==> config.mk <==
export PLATFORM = sky130hd
export DESIGN_NAME = periodic_timer_slot_table
export DESIGN_NICKNAME = d
export VERILOG_FILES = /design/src/rtl/ptst_pkg.sv /design/src/rtl/ptst_store.sv /design/src/rtl/periodic_timer_slot_table.sv
export SDC_FILE = /design/constraint.sdc
export NUM_CORES = 1
export LEC_CHECK = 0
export BUFFER_PORTS_ARGS = -buffer_cell sky130_fd_sc_hd__buf_4
export CORE_MARGIN = 2
export CORE_UTILIZATION = 25
export DETAILED_ROUTE_END_ITERATION = 10
export PLACE_DENSITY_LB_ADDON = 0.2
export SYNTH_ARGS = -nofsm -noshare
export SYNTH_HDL_FRONTEND = slang
export SYNTH_HIERARCHICAL = 1
export SYNTH_SLANG_ARGS = --single-unit
==> constraint.sdc <==
create_clock -name aclk -period 8.5 [get_ports aclk]
set_clock_uncertainty 0.15 [all_clocks]
set_input_delay 1.7 -clock aclk [delete_from_list [all_inputs] [get_ports aclk]]
set_output_delay 1.7 -clock aclk [all_outputs]
set_load 0.02 [all_outputs]
==> src/rtl/ptst_pkg.sv <==
`timescale 1ns / 1ps
`default_nettype none
// ----------------------------------------------------------------------------
// ptst_pkg: shared types and constants of the periodic timer slot table
// Holds the table geometry, operation and result codes, and the layout of
// one slot entry in the slot store.
// ----------------------------------------------------------------------------
package ptst_pkg;

    // Table geometry.
    localparam int SLOT_COUNT = 8;
    localparam int SLOT_W     = 3;
    localparam int USE_W      = $clog2(SLOT_COUNT + 1);
    localparam int PERIOD_W   = 32;

    // Operation codes carried on the input tuser.
    typedef enum logic [1:0] {
        OP_TICK    = 2'd0,
        OP_ATTACH  = 2'd1,
        OP_DETACH  = 2'd2,
        OP_RESTART = 2'd3
    } op_t;

    // Result kinds carried on the output tuser.
    typedef enum logic [1:0] {
        KIND_GRANTED = 2'd0,
        KIND_FULL    = 2'd1,
        KIND_EXPIRED = 2'd2
    } kind_t;

    // One slot entry: reload period and current count.
    typedef struct packed {
        logic [PERIOD_W-1:0] period;
        logic [PERIOD_W-1:0] remaining;
    } slot_entry_t;

    // Write request into the slot store.
    typedef struct packed {
        logic              en;
        logic [SLOT_W-1:0] addr;
        slot_entry_t       data;
    } slot_wr_t;

endpackage
`default_nettype wire

==> src/rtl/ptst_store.sv <==
`timescale 1ns / 1ps
`default_nettype none
// ----------------------------------------------------------------------------
// ptst_store: slot entry memory
// One write port and one read port; read data is registered, so it appears
// in the cycle after the address.
// ----------------------------------------------------------------------------
module ptst_store (
    input  wire                           aclk,
    input  wire ptst_pkg::slot_wr_t       wr,
    input  wire [ptst_pkg::SLOT_W-1:0]    rd_addr,
    output ptst_pkg::slot_entry_t         rd_data
);
    import ptst_pkg::*;

    slot_entry_t mem [SLOT_COUNT];
    slot_entry_t rd_data_reg;

    // Synchronous write and registered read.
    always_ff @(posedge aclk) begin
        if (wr.en) begin
            mem[wr.addr] <= wr.data;
        end
        rd_data_reg <= mem[rd_addr];
    end

    assign rd_data = rd_data_reg;

endmodule
`default_nettype wire

==> src/rtl/periodic_timer_slot_table.sv <==
`timescale 1ns / 1ps
`default_nettype none
// ----------------------------------------------------------------------------
// periodic_timer_slot_table: table of periodic countdown timer slots
// Eight slots, each with a 32-bit period and count, driven by one request
// per input item.
// ----------------------------------------------------------------------------
// Usage:
// The slave channel takes one request: tuser is the operation (tick, attach,
// detach, restart) and tdata carries the period and the slot index.
// The master channel returns results: tuser is the kind (granted, full,
// expired), tdata the slot index, and tlast marks the last result of a
// request.
// Attach answers with one result on the cycle after acceptance. Detach is
// done on acceptance; restart reads the slot, then writes it back.
// A tick walks the slot memory one slot per cycle through its single read
// port while the output does not hold it, then releases the final expiry
// in a flush step; each expiry leaves as the next one is found.
// A request is accepted only while the block is idle and the output
// register is free or being drained. When the receiver stalls, a tick
// holds on the slot that needs the output until the register frees up.
// Reset clears the enable bits, the occupancy count and the output; the
// period and count memory is not cleared, so the user must load every slot
// by attach before it is used; the block itself does not enforce this.
// ----------------------------------------------------------------------------
module periodic_timer_slot_table (
    input  wire         aclk,
    input  wire         aresetn,
    // Request channel.
    input  wire         s_tvalid,
    output logic        s_tready,
    input  wire  [39:0] s_tdata,   // [31:0] period, [34:32] slot, [39:35] zero
    input  wire  [1:0]  s_tuser,   // [1:0] op
    // Result channel.
    output logic        m_tvalid,
    input  wire         m_tready,
    output logic [7:0]  m_tdata,   // [2:0] slot_index, [7:3] zero
    output logic [1:0]  m_tuser,   // [1:0] kind
    output logic        m_tlast
);
    import ptst_pkg::*;

    typedef enum logic [3:0] {
        ST_IDLE    = 4'b0001,
        ST_TICK    = 4'b0010,
        ST_FLUSH   = 4'b0100,
        ST_RESTART = 4'b1000
    } state_t;

    localparam logic [SLOT_W-1:0] LAST_SLOT = SLOT_W'(SLOT_COUNT - 1);
    localparam logic [USE_W-1:0]  FULL_USE  = USE_W'(SLOT_COUNT);

    state_t                state_reg, state_next;
    logic [SLOT_W-1:0]     idx_reg, idx_next;
    logic [SLOT_COUNT-1:0] en_reg, en_next;
    logic [USE_W-1:0]      use_reg, use_next;
    logic                  pend_v_reg, pend_v_next;
    logic [SLOT_W-1:0]     pend_idx_reg, pend_idx_next;
    logic                  m_valid_reg, m_valid_next;
    kind_t                 m_kind_reg, m_kind_next;
    logic [SLOT_W-1:0]     m_idx_reg, m_idx_next;
    logic                  m_last_reg, m_last_next;

    slot_wr_t              wr;
    slot_entry_t           rd_data;

    logic [PERIOD_W-1:0]   in_period;
    logic [SLOT_W-1:0]     in_slot;
    op_t                   in_op;
    logic                  out_free;
    logic                  accept;
    logic                  free_found;
    logic [SLOT_W-1:0]     free_idx;
    logic [PERIOD_W-1:0]   rem_dec;
    logic                  expire;

    assign in_period = s_tdata[31:0];
    assign in_slot   = s_tdata[34:32];
    assign in_op     = op_t'(s_tuser);
    assign out_free  = !m_valid_reg || m_tready;
    assign s_tready  = (state_reg == ST_IDLE) && out_free;
    assign accept    = s_tvalid && s_tready;

    // Lowest free slot for attach.
    always_comb begin
        free_found = 1'b0;
        free_idx   = '0;
        for (int k = SLOT_COUNT - 1; k >= 0; k--) begin
            if (!en_reg[k]) begin
                free_found = 1'b1;
                free_idx   = SLOT_W'(k);
            end
        end
    end

    // Countdown of the slot whose entry is on the read port.
    assign rem_dec = rd_data.remaining - PERIOD_W'(1);
    assign expire  = (rem_dec == '0);

    // Sequencer and read-modify-write control.
    always_comb begin
        state_next    = state_reg;
        idx_next      = idx_reg;
        en_next       = en_reg;
        use_next      = use_reg;
        pend_v_next   = pend_v_reg;
        pend_idx_next = pend_idx_reg;
        m_valid_next  = m_valid_reg && !m_tready;
        m_kind_next   = m_kind_reg;
        m_idx_next    = m_idx_reg;
        m_last_next   = m_last_reg;
        wr            = '0;

        case (state_reg)
            ST_IDLE: begin
                if (accept) begin
                    case (in_op)
                        OP_TICK: begin
                            idx_next   = '0;
                            state_next = ST_TICK;
                        end
                        OP_ATTACH: begin
                            m_valid_next = 1'b1;
                            m_last_next  = 1'b1;
                            if (use_reg < FULL_USE && free_found) begin
                                en_next[free_idx]   = 1'b1;
                                use_next            = use_reg + USE_W'(1);
                                wr.en               = 1'b1;
                                wr.addr             = free_idx;
                                wr.data.period      = in_period;
                                wr.data.remaining   = in_period;
                                m_kind_next         = KIND_GRANTED;
                                m_idx_next          = free_idx;
                            end else begin
                                m_kind_next = KIND_FULL;
                                m_idx_next  = '0;
                            end
                        end
                        OP_DETACH: begin
                            if (USE_W'(in_slot) < FULL_USE && en_reg[in_slot]) begin
                                en_next[in_slot] = 1'b0;
                                if (use_reg != '0) begin
                                    use_next = use_reg - USE_W'(1);
                                end
                            end
                        end
                        OP_RESTART: begin
                            if (USE_W'(in_slot) < FULL_USE) begin
                                idx_next   = in_slot;
                                state_next = ST_RESTART;
                            end
                        end
                        default: begin
                            state_next = ST_IDLE;
                        end
                    endcase
                end
            end

            ST_TICK: begin
                // Hold on an expiry that needs the output while it is busy.
                if (!(en_reg[idx_reg] && expire && pend_v_reg && !out_free)) begin
                    if (en_reg[idx_reg]) begin
                        wr.en             = 1'b1;
                        wr.addr           = idx_reg;
                        wr.data.period    = rd_data.period;
                        wr.data.remaining = expire ? rd_data.period : rem_dec;
                        if (expire) begin
                            if (pend_v_reg) begin
                                m_valid_next = 1'b1;
                                m_kind_next  = KIND_EXPIRED;
                                m_idx_next   = pend_idx_reg;
                                m_last_next  = 1'b0;
                            end
                            pend_v_next   = 1'b1;
                            pend_idx_next = idx_reg;
                        end
                    end
                    if (idx_reg == LAST_SLOT) begin
                        state_next = ST_FLUSH;
                    end else begin
                        idx_next = idx_reg + SLOT_W'(1);
                    end
                end
            end

            ST_FLUSH: begin
                // The last expiry found carries the last marker.
                if (!pend_v_reg) begin
                    state_next = ST_IDLE;
                end else if (out_free) begin
                    m_valid_next = 1'b1;
                    m_kind_next  = KIND_EXPIRED;
                    m_idx_next   = pend_idx_reg;
                    m_last_next  = 1'b1;
                    pend_v_next  = 1'b0;
                    state_next   = ST_IDLE;
                end
            end

            ST_RESTART: begin
                wr.en             = 1'b1;
                wr.addr           = idx_reg;
                wr.data.period    = rd_data.period;
                wr.data.remaining = rd_data.period;
                state_next        = ST_IDLE;
            end

            default: begin
                state_next = ST_IDLE;
            end
        endcase
    end

    // Slot memory; the read address is the slot to be handled next cycle.
    ptst_store u_store (
        .aclk    (aclk),
        .wr      (wr),
        .rd_addr (idx_next),
        .rd_data (rd_data)
    );

    // Control registers.
    always_ff @(posedge aclk) begin
        if (!aresetn) begin
            state_reg   <= ST_IDLE;
            idx_reg     <= '0;
            en_reg      <= '0;
            use_reg     <= '0;
            pend_v_reg  <= 1'b0;
            m_valid_reg <= 1'b0;
        end else begin
            state_reg   <= state_next;
            idx_reg     <= idx_next;
            en_reg      <= en_next;
            use_reg     <= use_next;
            pend_v_reg  <= pend_v_next;
            m_valid_reg <= m_valid_next;
        end
    end

    // Payload registers.
    always_ff @(posedge aclk) begin
        pend_idx_reg <= pend_idx_next;
        m_kind_reg   <= m_kind_next;
        m_idx_reg    <= m_idx_next;
        m_last_reg   <= m_last_next;
    end

    assign m_tvalid = m_valid_reg;
    assign m_tuser  = m_kind_reg;
    assign m_tdata  = {5'b0, m_idx_reg};
    assign m_tlast  = m_last_reg;

    // The occupancy count always matches the enable bits.
    a_use_count: assert property (@(posedge aclk) disable iff (!aresetn)
        use_reg == USE_W'($countones(en_reg)))
        else $error("occupancy count does not match enabled slots");

    // No expiry is left pending once the block is idle.
    a_idle_no_pend: assert property (@(posedge aclk) disable iff (!aresetn)
        (state_reg == ST_IDLE) |-> !pend_v_reg)
        else $error("pending expiry lost at end of tick");

    // An accepted tick starts its walk at the first slot.
    a_tick_start: assert property (@(posedge aclk) disable iff (!aresetn)
        (s_tvalid && s_tready && s_tuser == OP_TICK)
        |=> (state_reg == ST_TICK && idx_reg == '0))
        else $error("tick did not start at slot zero");

    // An attach always produces a final result on the next cycle.
    a_attach_result: assert property (@(posedge aclk) disable iff (!aresetn)
        (s_tvalid && s_tready && s_tuser == OP_ATTACH)
        |=> (m_tvalid && m_tlast && (m_tuser == KIND_GRANTED || m_tuser == KIND_FULL)))
        else $error("attach result missing");

endmodule
`default_nettype wire

==> metrics.cfg, run 1 <==
[run_status]
outcome=completed

[die]
core-area_um2=96900
die_w_um=317
fp.dieArea_um2=100000
start_util=0.253
placementRows=114
die_h_um=317
ios=59

[pwr]
total_power_w=0.00730
seq_power_share=0.486
p_sw_frac=0.258
ir_drop_uv=136
power.internal_w=0.00542
p_comb_frac=0.143
switchingPower_w=0.00188
p_clk_frac=0.370
leakagePower_nw=9.00
cellPowerDensity_nw_per_um2=256

[cells_and_area]
area_growth_pct=16.3
fin_area_um2=28500
antennaDiodeCount=0
fillers=9500
nets=1491
drive_gt1_frac=0.277
stdcell_count=2765
largest_reg_flops=512

[timing]
hold_viol=0
rsz0062_at_grt=no
final-setup-viol-count=0
worstMarginPinSlew_ps=1230
fmax_ghz=0.170
slew_violations=0
fin_crit_ps=5880
relSlewSlack=0.175
post-route-period-util=0.691
fin_setup_tns_ps=0

[global_routing]
antenna_found_initial=4
grt_max_degree=130
grt_first_pass_wirelength_um=93000
grt_overflow=0
first_global_vias=13382
gr-usage-all-layers=0.128

[detailed_routing]
viasPerCell=4.64
wirelength_um=63300
vias=12830
drc_errors=0
ant_nets=0
wl_per_cell_um=22.9
drt-initial-drc-count=1259
dr.pass1.iters=5

[synth]
yosysSeqAreaShare=0.709
netlist_instances=1349
synth_top_cell_by_area=edfxtp_1
syn-mean-instance-area_um2=18.1
yosysWarningCount=6
async_reset_ff_frac=0
ys_ff_latch=606
netlist_top_cells_area=edfxtp_1 64%, mux4_2 12%, dfxtp_1 7.0%
synthFlopType=edfxtp_1
syn_area_um2=24500
synth_top_cell_area_share=0.639
yosysUniqueCellTypes=77
synth-edff-count=521
synthTopCellsByCount=521 x edfxtp_1, 130 x mux4_2, 85 x dfxtp_1
synth.most_common_cell=edfxtp_1

[place]
placed_area_um2=26400
io_buffer_count=48
gp_congestion=0.794
dp_cells=2643
place.detailed.hpwl_um=36700

[worst_setup_path]
path_max_fanout=37
arrival_ps=6200
critPathKind=reg2reg
end_kind=flip-flop
crit_path_start_kind=flip-flop
cp.required_ps=8830

[clock_tree]
tritoncts.num_buffers=66
tritoncts=built
htreeDepth=3
clock_path_buffers=3
clk_latency_ps=600
postCtsSetupBuffers=0
clock_sinks=606
cts_hold_buffers=0
root_buffer=clkbuf_16
cts_resized=0
clk_pin_slew_ps=60

[flow_run]
max-cap-violations=0

[hold_path]
hp-class=reg2reg

==> area by class of cell <==
cell class | count | area (um^2) | area share
Multi-Input combinational cell | 634 | 6670 | 0.234
Sequential cell | 606 | 17300 | 0.609
Clock buffer | 87 | 1840 | 0.0647
Clock inverter | 35 | 198 | 0.00694
Inverter | 50 | 188 | 0.00659
Timing Repair Buffer | 77 | 641 | 0.0225
Tap cell | 1276 | 1600 | 0.0561
==> metal layers <==
metal / part of all wire / track usage
met2: 0.44 / 0.191
met1: 0.49 / 0.190
met5: 0 / 0
met3: 0.052 / 0.0262
met4: 0.017 / 0.0277
==> cell usage in the layout (no fill, tap or decap), drive strengths merged, types with 35 or more instances in the layout <==
| cell | n |
|---|---|
| clkbuf | 87 |
| mux4 | 130 |
| inv | 54 |
| nor2 | 35 |
| dfxtp | 85 |
| mux2 | 65 |
| buf | 77 |
| nand2 | 78 |
| o21ai | 40 |
| edfxtp | 521 |
==> logic make-up after synthesis <==
kind of cell             share of synthesized area
AND/OR/NAND/NOR                             0.0534
XOR/XNOR                                    0.0110
adder cells (fa/ha/maj)                    0.00542
buffers and inverters                       0.0238
flip-flops                                   0.709
multiplexers                                 0.151
AO/OA/AOI/OAI                               0.0466
other                                     0.000153
==> power by group through the flow <==
stage / Clock, W / Sequential, W / Combinational (W)
after floorplan: 0 / 0.00355 / 0.000793
final: 0.00271 / 0.00355 / 0.00105
after CTS: 0.00280 / 0.00355 / 0.00107
after global placement: 0 / 0.00361 / 0.00106
after global routing: 0.00291 / 0.00357 / 0.00115
after detailed placement: 0 / 0.00361 / 0.00107
==> worst paths after layout <==
check,start,endpoint,slack (ps),depth (start not counted)
worst max-delay path,u_store/rd_data[12]$_DFF_P_,u_store/rd_data[9]$_DFF_P_,2620,11
worst min-delay path,use_reg[2]$_SDFFE_PN0P_,use_reg[2]$_SDFFE_PN0P_,340,2
worst max register to register,u_store/rd_data[12]$_DFF_P_,u_store/rd_data[9]$_DFF_P_,2620,11
worst min register to register,use_reg[2]$_SDFFE_PN0P_,use_reg[2]$_SDFFE_PN0P_,340,2
==> per-stage QoR <==
stage | setup slack (ps) | utilization | hold WS, ps
floorplan | 231 | - | 309
global placement | 2470 | 0.273 | 331
detailed placement | 2490 | 0.273 | 335
CTS | 2560 | 0.294 | 342
global route | 2110 | 0.294 | 388
finish | 2620 | 0.294 | 339
==> worst max-delay path, cell delays in order (launching register included) <==
cell	delay [ps]
dfxtp_1	370
nor3_1	660
nand4b_1	250
nor4_1	470
xor2_1	210
nor4b_1	800
nand4b_4	320
a31o_2	360
nand2_4	630
buf_4	600
mux4_2	590
mux2_2	290
Power figures use the tool's default switching activity.
==> run 2, diff against run 1 <==
==> constraint.sdc (replaced) <==
create_clock -name aclk -period 6.03 [get_ports aclk]
set_clock_uncertainty 0.15 [all_clocks]
set_input_delay 1.206 -clock aclk [delete_from_list [all_inputs] [get_ports aclk]]
set_output_delay 1.206 -clock aclk [all_outputs]
set_load 0.02 [all_outputs]
==> metrics.cfg, run 2 (same netlist as run 1, synthesis figures left out) <==
[worst_setup_path]
cp.required_ps=6120
path_delay_family=simple AND/OR/NAND/NOR gates
end_kind=flip-flop
crit_chain=inv_1, ha_1, nor3b_1, nand4_2, or3b_1, a21o_1, a2111oi_2, nand4_1, a21oi_4, o21ai_0, nand2b_1, nor2_4, buf_12
cp_num_buf_inv=2
arrival_ps=5250
max_stage_delay_ps=460
reg2reg_depth=13
crit_path_start_kind=flip-flop
r2r-start=u_store/rd_data[1]$_DFF_P_
r2r_slack_ps=880
critPathKind=reg2reg
path_max_fanout=64
crit_slowest_cell=or3b_1
r2r-end=u_store/mem[6][58]$_DFFE_PP_

[timing]
final-setup-viol-count=0
worstMarginPinSlew_ps=994
rsz0062_at_grt=no
hold_viol=0
slew_violations=0
relSlewSlack=0.335
fin_crit_ps=5150
fmax_ghz=0.194
post-route-period-util=0.855

[clock_tree]
clk_latency_ps=610
clock_path_buffers=3
clock_sinks=606
cts_hold_buffers=0
clk_pin_slew_ps=60
postCtsSetupBuffers=0
root_buffer=clkbuf_16
htreeDepth=3
cts_resized=0
tritoncts.num_buffers=67
tritoncts=built

[global_routing]
grt_overflow=0
grt_max_degree=76
first_global_vias=13516
gr-usage-all-layers=0.128
grt_first_pass_wirelength_um=93000
antenna_found_initial=3

[cells_and_area]
largest_reg_flops=512
final_util=0.298
fin_area_um2=28900
layout_commonest_cell=edfxtp_1
area_growth_pct=18.0
layout_common_cells=521 x edfxtp_1, 130 x mux4_2, 85 x dfxtp_1
drive_gt1_frac=0.287
fillers=9548
nets=1507

[pwr]
cellPowerDensity_nw_per_um2=367
seq_power_share=0.473
p_comb_frac=0.144
ir_drop_uv=222
p_clk_frac=0.383
p_sw_frac=0.254
switchingPower_w=0.00269
power.internal_w=0.00791
leakagePower_nw=9.16

[die]
placementRows=114
ios=59
fp.dieArea_um2=100000
die_h_um=317
start_util=0.253
core-area_um2=96900
die_w_um=317

[hold_path]
hold_end=use_reg[2]$_SDFFE_PN0P_
hp-class=reg2reg
worstHoldPathCells=2
hold_start=use_reg[2]$_SDFFE_PN0P_

[flow_run]
max-cap-violations=0

[detailed_routing]
dr.pass1.iters=5
wl_per_cell_um=22.8
viasPerCell=4.62
wirelength_um=63400
drt-initial-drc-count=979
ant_nets=0
vias=12844
drc_errors=0

[place]
placed_area_um2=26700
io_buffer_count=48
gp_congestion=0.801
place.detailed.hpwl_um=36000

[run_status]
outcome=completed

==> run 2: cell types whose count changed in the layout (fill, tap and decap cells not counted), sizes merged <==
cell / delta
buf: +15
bufinv: +5
inv: +1
clkinv: -8
diode: +1
==> run 2: cell type report <==
class,instances,area [um^2],area share
clock buffers,87,1840,0.0638
flip-flops and latches,606,17300,0.600
multi-input cells,634,6680,0.231
clock inverters,33,329,0.0114
repair buffers,92,903,0.0313
inverters,50,188,0.00650
well taps,1276,1600,0.0553
diodes,1,2.50,0.0000866
==> run 2: how the worst max path moves through the flow <==
| stage | start | end | slack, ps | cells after the start |
|---|---|---|---|---|
| finish | u_store/rd_data[1]$_DFF_P_ | u_store/mem[6][58]$_DFFE_PP_ | 880 | 13 |
| global route | u_store/rd_data[1]$_DFF_P_ | u_store/mem[3][42]$_DFFE_PP_ | 560 | 13 |
| CTS | u_store/rd_data[1]$_DFF_P_ | u_store/mem[6][34]$_DFFE_PP_ | 920 | 13 |
| detailed placement | u_store/rd_data[1]$_DFF_P_ | u_store/mem[6][49]$_DFFE_PP_ | 950 | 13 |
| global placement | u_store/rd_data[1]$_DFF_P_ | u_store/mem[6][51]$_DFFE_PP_ | 1010 | 13 |
| floorplan | u_store/rd_data[0]$_DFF_P_ | u_store/mem[2][0]$_DFFE_PP_ | -510 | 14 |
==> run 2: through the flow <==
step                      hold slack [ps]  power [W]  instances  setup WS, ps  TNS [ps]
after floorplan                       309    0.00612       1353          -510   -213480
after global placement                326    0.00664       2658          1010         0
after detailed placement              344    0.00665       2658           953         0
after CTS                             354     0.0108       2778           918         0
after global routing                  379     0.0111       2778           560         0
final                                 351     0.0106       2779           876         0
==> run 2: metal layers <==
layer | GRT usage | part of all wire | wire (um)
met5 | 0 | 0 | 0
met3 | 0.0268 | 0.046 | 2940
met1 | 0.183 | 0.48 | 30500
met4 | 0.0362 | 0.021 | 1340
met2 | 0.196 | 0.45 | 28600
==> run 2: power by group through the flow <==
stage          combinational (W)  sequential [W]  clock (W)
2_1_floorplan            0.00112         0.00501          0
4_1_cts                  0.00156         0.00501    0.00419
3_3_place_gp             0.00155         0.00510          0
5_1_grt                  0.00168         0.00503    0.00434
3_5_place_dp             0.00155         0.00510          0
6_report                 0.00153         0.00501    0.00406
==> run 2: worst min-delay path: cells and delay by family, from the launching register on <==
family | cells | cell delay, ps
and+or+nand+nor | 1 | 60
DFF | 1 | 330
AOI/OAI and AO/OA | 1 | 70
